[src/hdl/assert_macros.svh]
// assertion macros for the rtl files
`ifndef ASSERT_MACROS_SVH
`define ASSERT_MACROS_SVH

// clocked property check, disabled while reset is held
`define ASSERT_CLK(label, clk, rst_n, prop, msg) \
    label: assert property (@(posedge clk) disable iff (!(rst_n)) prop) \
        else $error(msg);

// clocked check that a condition never holds
`define ASSERT_NEVER(label, clk, rst_n, cond, msg) \
    label: assert property (@(posedge clk) disable iff (!(rst_n)) !(cond)) \
        else $error(msg);

`endif

[src/hdl/lsm_pkg.sv]
// types and constants of the multi-pop stack
`timescale 1ns / 1ps

package lsm_pkg;

    localparam int WORD_W   = 32;
    localparam int CMD_W    = 2;
    localparam int STATUS_W = 2;
    localparam int COUNT_W  = 7;

    localparam logic [COUNT_W-1:0] MAX_RESULTS = 7'd64;

    localparam logic [CMD_W-1:0] CMD_PUSH = 2'd0;
    localparam logic [CMD_W-1:0] CMD_POP  = 2'd1;
    localparam logic [CMD_W-1:0] CMD_MPOP = 2'd2;

    localparam logic [STATUS_W-1:0] ST_OK    = 2'd0;
    localparam logic [STATUS_W-1:0] ST_OVF   = 2'd1;
    localparam logic [STATUS_W-1:0] ST_UNF   = 2'd2;
    localparam logic [STATUS_W-1:0] ST_SHORT = 2'd3;

    typedef enum logic {
        S_IDLE,
        S_MPOP
    } t_state;

    // shift controls broadcast to every cell of the chain
    typedef struct packed {
        logic push;
        logic pop;
    } t_shift;

endpackage

[src/hdl/lsm_cell.sv]
// one stack cell: holds a word, shifts down on push and up on pop
`timescale 1ns / 1ps

module lsm_cell (
    input  logic                              i_clk,
    input  lsm_pkg::t_shift                   i_ctl,
    input  logic signed [lsm_pkg::WORD_W-1:0] i_from_up,
    input  logic signed [lsm_pkg::WORD_W-1:0] i_from_dn,
    output logic signed [lsm_pkg::WORD_W-1:0] o_word
);

    logic signed [lsm_pkg::WORD_W-1:0] r_word;
    logic signed [lsm_pkg::WORD_W-1:0] n_word;

    always_comb begin
        n_word = r_word;
        if (i_ctl.push) begin
            n_word = i_from_up;
        end else if (i_ctl.pop) begin
            n_word = i_from_dn;
        end
    end

    always_ff @(posedge i_clk) begin
        r_word <= n_word;
    end

    assign o_word = r_word;

endmodule

[config.mk]
export PLATFORM = sky130hd
export DESIGN_NAME = lsm_cell
export DESIGN_NICKNAME = d
export VERILOG_FILES = /design/src/hdl/assert_macros.svh /design/src/hdl/lsm_pkg.sv /design/src/hdl/lsm_cell.sv
export SDC_FILE = /design/constraint.sdc
export NUM_CORES = 1
export LEC_CHECK = 0
export BUFFER_PORTS_ARGS = -buffer_cell sky130_fd_sc_hd__buf_2
export CAP_MARGIN = 20
export CORE_ASPECT_RATIO = 0.6
export CORE_UTILIZATION = 30
export DETAILED_ROUTE_END_ITERATION = 8
export GPL_ROUTABILITY_DRIVEN = 1
export SLEW_MARGIN = 20
export SYNTH_ARGS = -nofsm -noshare
export SYNTH_HDL_FRONTEND = slang
export SYNTH_SLANG_ARGS = --single-unit
[constraint.sdc]
create_clock -name i_clk -period 1.6 [get_ports i_clk]
set_input_delay 0.16 -clock i_clk [delete_from_list [all_inputs] [get_ports i_clk]]
set_output_delay 0.16 -clock i_clk [all_outputs]
set_load 0.01 [all_outputs]
### After elaboration in Yosys (flattened, before gate mapping)

Cells that the tools add are included.
Widths: inputs -> output; s select.

* bits in registers: 32
* input bits: 67
* output and inout bits: 32
* logic and storage cells: 4

* multiplexer cells: 2
* reductions and logical operators: 1

Operator list (count)
* $mux 32: 2
* $reduce_bool 2->1: 1

### Longest topological paths before layout

Gate-level depths: netlist of the first run.

* depth after elaboration: 2
* mapped depth: 3
* gate-level depth less buffers: 1

### Least setup slack after synthesis of the first run

OpenSTA, ideal clock, no wires.

* path type: input to register
* start point: input port i_ctl[1] (netlist bit)
* end point: register r_word (netlist bit o_word[0]), enable pin
* library setup time: 0.390 ns
* arrival: 1.182 ns
* data required time: 1.210 ns
* path slack: 0.027 ns
* stages on the path: 3
* buffers on the path: 2
* cell sequence: buf_6 > buf_12 > or2_1

* longest elaborated chain between the ends: 1

RTL lines
* start: declaration: RTL line lsm_cell.sv:6 `input lsm_pkg::t_shift i_ctl,`
* $reduce_bool 2->1 (no line)
* end signal: assignment: RTL line lsm_cell.sv:25 `r_word <= n_word;`
* end: declaration: RTL line lsm_cell.sv:12 `logic signed [lsm_pkg::WORD_W-1:0] r_word;`

No other way between the ends.
A chain may end at the register's enable or synchronous reset.

### Final worst setup path of the first run

* start point: input port i_ctl[1] (netlist bit)
* end point: register r_word (netlist bit o_word[20]) (data pin)

* longest elaborated chain between the ends: 1

RTL lines
* $mux 32: RTL line lsm_cell.sv:17 `if (i_ctl.push) begin`
* via n_word (one bit): RTL line lsm_cell.sv:13 `logic signed [lsm_pkg::WORD_W-1:0] n_word;`

The timed path passes the listed nets, and every way through them passes these cells.

==> impl_metrics.yaml, run 1 <==
grt:
  grt_pass1_wl_um: 4726
  first_global_vias: 1018
  grt_overflow: 0
  grt_use_total: 0.1271
  grt_max_degree: 18
  grt_antenna_before_repair: 0
timing:
  tightest_slew_ps: 305.0
  slew_headroom: 0.7966
  setup_viol: 0
  post-route-period-util: 0.6069
  finalHoldViolCount: 0
  rsz0062_at_grt: "no"
  tns_ps: 0
  fmax_ghz: 1.030
  min_period_ps: 971.1
  final-max-slew-violation-count: 0
die:
  die_x_um: 93.52
  start_util: 0.3203
  ios: 99
  placementRows: 19
  core_mm2: 0.004707
  dieArea_mm2: 0.005322
  die_h_um: 56.91
yosys:
  synth_top_area_share: 0.6373
  synth_most_common_cell: "edfxtp_1"
  ys_warn_count: 0
  synth_cells: 69
  synthDistinctLibCells: 6
  synth_nets: 136
  synth_top_area_cell: "edfxtp_1"
  synth_edf_count: 32
  ys_seq_elements: 32
  yosys-top-cells-area: "edfxtp_1, mux2_4, buf_12"
  async_flop_share: 0
  synth_common_cells: "edfxtp_1, mux2_4, buf_12, mux2_2"
  synth_area_mm2: 0.001508
  synth.avg_cell_area_um2: 21.85
  ys_seq_area_frac: 0.6373
  synth_top_flop_cell: "edfxtp_1"
power_and_ir_drop:
  power-per-cell-area_mw_per_mm2: 922.8
  vdd_drop_max_uv: 385.3
  p_leak_nw: 1.037
  power_mw: 1.979
worst_setup_path:
  critPathLaunchType: "input pin"
  crit_chain: "buf_2, buf_4, buf_4, mux2_4"
  cp_data_arrival_time_ps: 990
  required_ps: 1620
  path_common_cell: "buf_4"
  cp_slowest_stage_delay_ps: 310
  worstPathMaxFanout: 12
  endpoint_kind: "register"
  path_class: "input pin to register"
  worst_path_max_delay_cell: "mux2_4"
routing:
  drt-pass1-iter-count: 4
  drtIter0Drc: 30
  routed_wl_um: 3185
  drc: 0
  post_drt_wl_per_cell_um: 13.38
  vias: 981
  avgViaCountPerCell: 4.122
  ant_nets: 0
clock_tree:
  clkSinkCount: 32
  post_cts.repair.setup_buffers: 0
  clock_path_buffers: 2
  cts_resized: 0
  tritoncts: "done"
  numCtsBuffers: 5
  clockRootBuffer: "clkbuf_8"
  path_clk_slew_ps: 60
  htreeDepth: 2
  holdBufCountCts: 0
final_layout:
  largest_register_ffs: 32
  drive_gt1_frac: 0.8000
  fin_nets: 242
  insertedDiodeCount: 0
  syn_to_final_growth_pct: 42.24
hold_path:
  hold_path.class: "input pin to register"
run_status:
  status: "finished clean"
flow_run:
  max-cap-violations: 0
placed_design:
  numPortBuffers: 98
  globalplace.congestion: 0.6839
[worst max-delay path: cells and delay by family]
kind | cells | cell delay, ps
buf+inv | 3 | 520
mux | 1 | 310
[area by class of cell]
class	count	area, µm²
clock buffers	5	68.82
clock inverters	2	7.507
fillers	437	2562
multi-input cells	33	475.5
flip-flops and latches	32	960.9
well taps	63	78.83
repair buffers	103	553.0
[metal layers]
metal | global-route usage | wire (µm) | up-vias
li1 | - | - | 477
met1 | 0.1248 | 1258 | 432
met2 | 0.2132 | 1432 | 67
met3 | 0.07588 | 447 | 5
met4 | 0.06593 | 46 | 0
met5 | 0 | 0 | -
[cells in the final DEF, fill, tap and decap left out]
cell type  Yosys  final
buf_2          0     98
edfxtp_1      32     32
mux2_4        29     29
clkbuf_8       0      5
mux2_2         3      3
buf_4          0      3
clkinv_1       0      2
buf_12         3      2
or2_1          1      1
[per-stage QoR]
step,setup slack [ps],instances,instance area [µm²],util,hold slack [ps]
5_1_grt,587.8,238,2145,0.4556,171.2
4_1_cts,618.5,238,2145,0.4556,174.6
6_report,628.9,238,2145,0.4556,183.7
3_5_place_dp,326.3,231,2068,0.4394,463.5
3_3_place_gp,364.4,231,2068,0.4394,460.1
2_1_floorplan,27.31,69,1508,-,377.5
[kinds of logic (layout without fill, tap and decap cells)]
family	count (synthesis)	in the layout	synth area share
multiplexers	32	32	0.3112
buffers and inverters	4	110	0.04730
flip-flops	32	32	0.6373
AND/OR/NAND/NOR	1	1	0.004152
[where the power goes]
group	total (mW)	internal, mW	switching [mW]
clock	0.546	0.286	0.260
combinational	0.382	0.220	0.162
sequential	1.05	1.03	0.0217
total	1.98	1.54	0.444
[path summary, 6_finish.rpt]
kind              slack [ps]  cells after the start    endpoint     startpoint
setup / recovery         630                      4  o_word[20]       i_ctl[1]
hold / removal           180                      2  o_word[24]  i_from_up[24]
Power figures use the tool's default switching activity.
==> run 2: changes to the inputs <==
--- a/config.mk
+++ b/config.mk
@@ -5,6 +5,7 @@
 export SDC_FILE = /design/constraint.sdc
 export NUM_CORES = 1
 export LEC_CHECK = 0
+export ABC_AREA = 1
 export BUFFER_PORTS_ARGS = -buffer_cell sky130_fd_sc_hd__buf_2
 export CAP_MARGIN = 20
 export CORE_ASPECT_RATIO = 0.6
==> constraint.sdc (replaced) <==
create_clock -name i_clk -period 0.88 [get_ports i_clk]
set_input_delay 0.088 -clock i_clk [delete_from_list [all_inputs] [get_ports i_clk]]
set_output_delay 0.088 -clock i_clk [all_outputs]
set_load 0.01 [all_outputs]
==> run 2 against run 1 <==
Net effect: the flow now finishes with violations (setup timing); wire length rose by 1.7%; sequential share of layout area rose by 2.8 points; global-route usage rose by 1.3 points; combinational power rose by 58%; highest routed layer is now met3.
==> impl_metrics.yaml, run 2 <==
run_status:
  status: "complete, but fails checks"
  violations: "setup timing"
worst_setup_path:
  path_class: "register to output port"
  crit_family: "flip-flops"
  endpoint_kind: "output port"
  cp_data_arrival_time_ps: 800
  cp_slowest_stage_delay_ps: 370
  worstPathMaxFanout: 1
  worst-path-stages: 1
  crit_chain: "buf_2"
  worst-path-buf-inv: 1
  critPathLaunchType: "register"
  required_ps: 790
  worst_path_max_delay_cell: "edfxtp_1"
  setup.worst_path.start: "o_word[5]"
placed_design:
  dp.final_hpwl_um: 2380
  numPortBuffers: 98
  globalplace.congestion: 0.6912
  place_area_mm2: 0.001924
routing:
  drtIter0Drc: 23
  vias: 1237
  routed_wl_um: 3240
  ant_nets: 0
  drt-pass1-iter-count: 4
  drc: 0
  avgViaCountPerCell: 4.137
  post_drt_wl_per_cell_um: 10.84
yosys:
  synth_top_area_cell: "edfxtp_1"
  synth_area_mm2: 0.001401
  synth.avg_cell_area_um2: 10.23
  synth_top_area_share: 0.6857
  synth_cells: 137
  synth_common_cells: "nand2_1, edfxtp_1, buf_6, buf_4"
  ys_seq_area_frac: 0.6857
  synthDistinctLibCells: 6
  yosys-top-cells-area: "edfxtp_1, nand2_1, buf_6"
  async_flop_share: 0
  synth_most_common_cell: "nand2_1"
  ys_warn_count: 0
  ys_seq_elements: 32
  synth_mux_area_frac: 0
  synth_top_flop_cell: "edfxtp_1"
  synth_fa_ha_area_frac: 0
  synth_nets: 204
  synth_edf_count: 32
  synth_xor_area_frac: 0
  synth_top_family_by_area: "simple AND/OR/NAND/NOR gates"
  synth-simple-area-share: 0.2616
  synth_compound_area_frac: 0
clock_tree:
  clkSinkCount: 32
  clockRootBuffer: "clkbuf_8"
  holdBufCountCts: 0
  path_clk_slew_ps: 60
  htreeDepth: 2
  tritoncts: "done"
  numCtsBuffers: 5
  clock_path_buffers: 2
hold_path:
  whs_path_depth: 3
  hold_path.class: "input pin to register"
  hp-start: "i_from_dn[1]"
die:
  core_mm2: 0.004279
  dieArea_mm2: 0.004958
  start_util: 0.3275
  ios: 99
  placementRows: 18
  die_h_um: 54.94
  die_x_um: 90.24
grt:
  grt_pass1_wl_um: 5188
  grt_use_total: 0.1403
  grt_overflow: 0
  grt_max_degree: 33
  grt_antenna_before_repair: 0
  first_global_vias: 1179
timing:
  rsz0062_at_grt: "yes"
  tns_ps: -4.083
  setup_viol: 1
  tightest_slew_ps: 442.5
  min_period_ps: 884.1
  final-max-slew-violation-count: 0
  slew_headroom: 0.7050
  finalHoldViolCount: 0
  post-route-period-util: 1.005
  fmax_ghz: 1.131
  fin_ws_ps: -4.083
final_layout:
  fin_nets: 305
  largest_register_ffs: 32
  syn_to_final_growth_pct: 43.93
  drive_gt1_frac: 0.4519
  final_cell_mix: "nand2_1, buf_2, edfxtp_1, clkbuf_8, buf_4"
  finish.instance_area_mm2: 0.002017
  insertedDiodeCount: 0
flow_run:
  max-cap-violations: 0
power_and_ir_drop:
  p_switching_uw: 837.2
  vdd_drop_max_uv: 625.0
  p_clk_frac: 0.289
  p_leak_nw: 1.066
  pwr-share-comb: 0.171
  internal-power_mw: 2.705
  power_mw: 3.542
  power-per-cell-area_mw_per_mm2: 1756
  p_seq_frac: 0.540
  p_sw_frac: 0.2364
==> run 2: cell types whose count changed in the layout (fill, tap and decap cells not counted), sizes merged <==
cell / previous run / this run
clkinv: 2 / 1
clkbuf: 5 / 7
mux2: 32 / 0
inv: 0 / 1
nand2: 0 / 96
buf: 103 / 101
==> run 2: path summary, 6_finish.rpt <==
check                       end
worst min-delay path  o_word[1]
worst max-delay path  o_word[5]
==> run 2: kinds of logic (layout without fill, tap and decap cells) <==
kind of cell	after synthesis	count (layout)
simple gates	97	97
flops	32	32
buf+inv	8	110
==> run 2: routing by layer <==
metal  GRT usage  vias up  share of wire
met5           0        -              0
met4     0.04839        0              0
met3     0.05328        0          0.093
met2      0.2672       55           0.48
met1      0.1504      546           0.43
li1            -      636              -
==> run 2: cell type report <==
cell class	instances	area, µm²
Tap cell	60	75.07
Clock inverter	1	3.754
Fill cell	453	2262
Inverter	1	6.256
Clock buffer	7	76.32
Sequential cell	32	960.9
Multi-Input combinational cell	97	369.1
Timing Repair Buffer	101	525.5
==> run 2: timing repair <==
action	CTS	global route
resized for setup	0	2
setup endpoints to repair	17	31
buffers inserted	0	0
==> run 2: power groups by stage <==
| stage | Combinational, mW | Clock (mW) | Sequential, mW |
|---|---|---|---|
| floorplan | 0.183 | 0 | 2.04 |
| global placement | 0.601 | 0 | 1.94 |
| detailed placement | 0.603 | 0 | 1.94 |
| CTS | 0.605 | 1.08 | 1.91 |
| global route | 0.675 | 1.14 | 1.93 |
| finish | 0.605 | 1.02 | 1.91 |
==> run 2: per-stage QoR <==
step	instances	setup WS [ps]	util	hold slack, ps
floorplan	137	23.12	-	266.6
global placement	291	-66.56	0.4497	353.3
detailed placement	291	-84.14	0.4497	355.5
CTS	299	-20.66	0.4684	66.54
global route	299	-46.75	0.4713	75.98
finish	299	-4.083	0.4713	75.54
==> run 2: worst min-delay path, delay by kind of cell <==
kind	cells	cell delay, ps
simple gates	2	80
buf+inv	1	70
==> run 3: changes to the inputs <==
--- a/config.mk
+++ b/config.mk
@@ -8,7 +8,6 @@
 export ABC_AREA = 1
 export BUFFER_PORTS_ARGS = -buffer_cell sky130_fd_sc_hd__buf_2
 export CAP_MARGIN = 20
-export CORE_ASPECT_RATIO = 0.6
 export CORE_UTILIZATION = 30
 export DETAILED_ROUTE_END_ITERATION = 8
 export GPL_ROUTABILITY_DRIVEN = 1
==> run 3 against run 2 <==
Net effect: the flow still finishes with violations (setup timing); non-clock buffer count shrank 1; sequential share of layout area increased by 0.72 points; core utilization shrank 2.1 points; clock power about the same; worst hold slack worse by 5.3 ps; worst setup slack worse by 2.5 ps; final cell count decreased by 3.0%; via count grew 1.1%; critical path type unchanged; critical endpoint is now o_word[10].
==> impl_metrics.yaml, run 3 (synthesis results as in run 2) <==
run_status:
  status: "complete, but fails checks"
  violations: "setup timing"
clock_tree:
  clockRootBuffer: "clkbuf_8"
  holdBufCountCts: 0
  htreeDepth: 2
  numCtsBuffers: 5
  clock_path_buffers: 2
  clkSinkCount: 32
  path_clk_slew_ps: 60
  tritoncts: "done"
final_layout:
  insertedDiodeCount: 0
  finalNonFillerCells: 290
  final_cell_mix: "buf_2, nand2_1, edfxtp_1, clkbuf_8"
  mostFrequentLayoutCell: "buf_2"
  post-route-util: 0.4501
  fin_nets: 304
  largest_register_ffs: 32
  syn_to_final_growth_pct: 41.79
  drive_gt1_frac: 0.4496
grt:
  first_global_vias: 1285
  grt_use_total: 0.1477
  grt_pass1_wl_um: 5547
  grt_antenna_before_repair: 0
  busiest_layer: "met2"
  grt_use_met2: 0.2571
  grt_overflow: 0
  grtUsageMet1: 0.1484
  use_met3: 0.06494
  grt_max_degree: 33
die:
  die_h_um: 70.35
  die_x_um: 70.35
  core_mm2: 0.004414
  ios: 99
  placementRows: 24
  dieArea_mm2: 0.004948
  start_util: 0.3175
routing:
  drtIter0Drc: 39
  ant_nets: 0
  avgViaCountPerCell: 4.314
  post_drt_wl_per_cell_um: 11.71
  drt-pass1-iter-count: 4
  routed_wl_um: 3397
  vias: 1251
  drc: 0
worst_setup_path:
  worstPathMaxFanout: 1
  worst_path_max_delay_cell: "edfxtp_1"
  path_class: "register to output port"
  crit_chain: "buf_2"
  worst-path-buf-inv: 1
  cp_slowest_stage_delay_ps: 370
  cp_data_arrival_time_ps: 800
  endpoint_kind: "output port"
  setup.worst_path.start: "o_word[10]"
  required_ps: 790
  critPathLaunchType: "register"
  crit_family: "flip-flops"
timing:
  fin_ws_ps: -6.576
  rsz0062_at_grt: "yes"
  slew_headroom: 0.7030
  min_period_ps: 886.6
  fmax_ghz: 1.128
  setup_viol: 6
  tightest_slew_ps: 445.5
  post-route-period-util: 1.007
  finalHoldViolCount: 0
  final-max-slew-violation-count: 0
power_and_ir_drop:
  vdd_drop_max_uv: 888.3
  power-per-cell-area_mw_per_mm2: 1783
  p_leak_nw: 1.057
hold_path:
  hp-start: "i_from_dn[30]"
  hold_path.class: "input pin to register"
placed_design:
  dp.final_hpwl_um: 2520
  globalplace.congestion: 0.7212
  numPortBuffers: 98
  place_inst: 282
flow_run:
  max-cap-violations: 0
-- run 3: timing repair --
| item | in CTS | in global routing |
|---|---|---|
| endpoints found under the setup margin | 22 | 31 |
| gates resized for setup | 0 | 0 |
| buffers inserted | 0 | 0 |
-- run 3: worst paths after layout --
kind	to	cells past startpoint	slack [ps]
worst min-delay path	o_word[30]	3	70
worst max-delay path	o_word[10]	1	-7
-- run 3: metal layers --
layer	wire (µm)	vias to the layer above
met5	0	-
met4	73	0
met3	382	8
met2	1723	64
met1	1217	543
li1	-	636
-- run 3: per-stage QoR --
step | setup WS [ps] | power (mW) | hold slack (ps) | area [µm²] | TNS [ps]
detailed placement | -92.73 | 2.549 | 355.0 | 1907 | -4805
global route | -51.16 | 3.732 | 73.08 | 1987 | -893.4
global placement | -87.63 | 2.536 | 354.4 | 1907 | -4336
floorplan | 23.12 | 2.225 | 266.6 | 1404 | 0
finish | -6.576 | 3.543 | 70.20 | 1987 | -29.23
CTS | -25.35 | 3.597 | 62.78 | 1987 | -226.1
-- run 3: power breakdown --
group | switching, mW | internal, mW | leakage [nW]
registers | 0.0383 | 1.87 | 0.330
logic | 0.326 | 0.268 | 0.688
clock network | 0.489 | 0.549 | 0.0399
-- run 3: final cells by class --
type / instances / area [µm²]
Fill cell: 460 / 2427
Sequential cell: 32 / 960.9
Timing Repair Buffer: 100 / 505.5
Multi-Input combinational cell: 97 / 369.1
Clock buffer: 7 / 76.32
Tap cell: 52 / 65.06
Inverter: 1 / 6.256
Clock inverter: 1 / 3.754
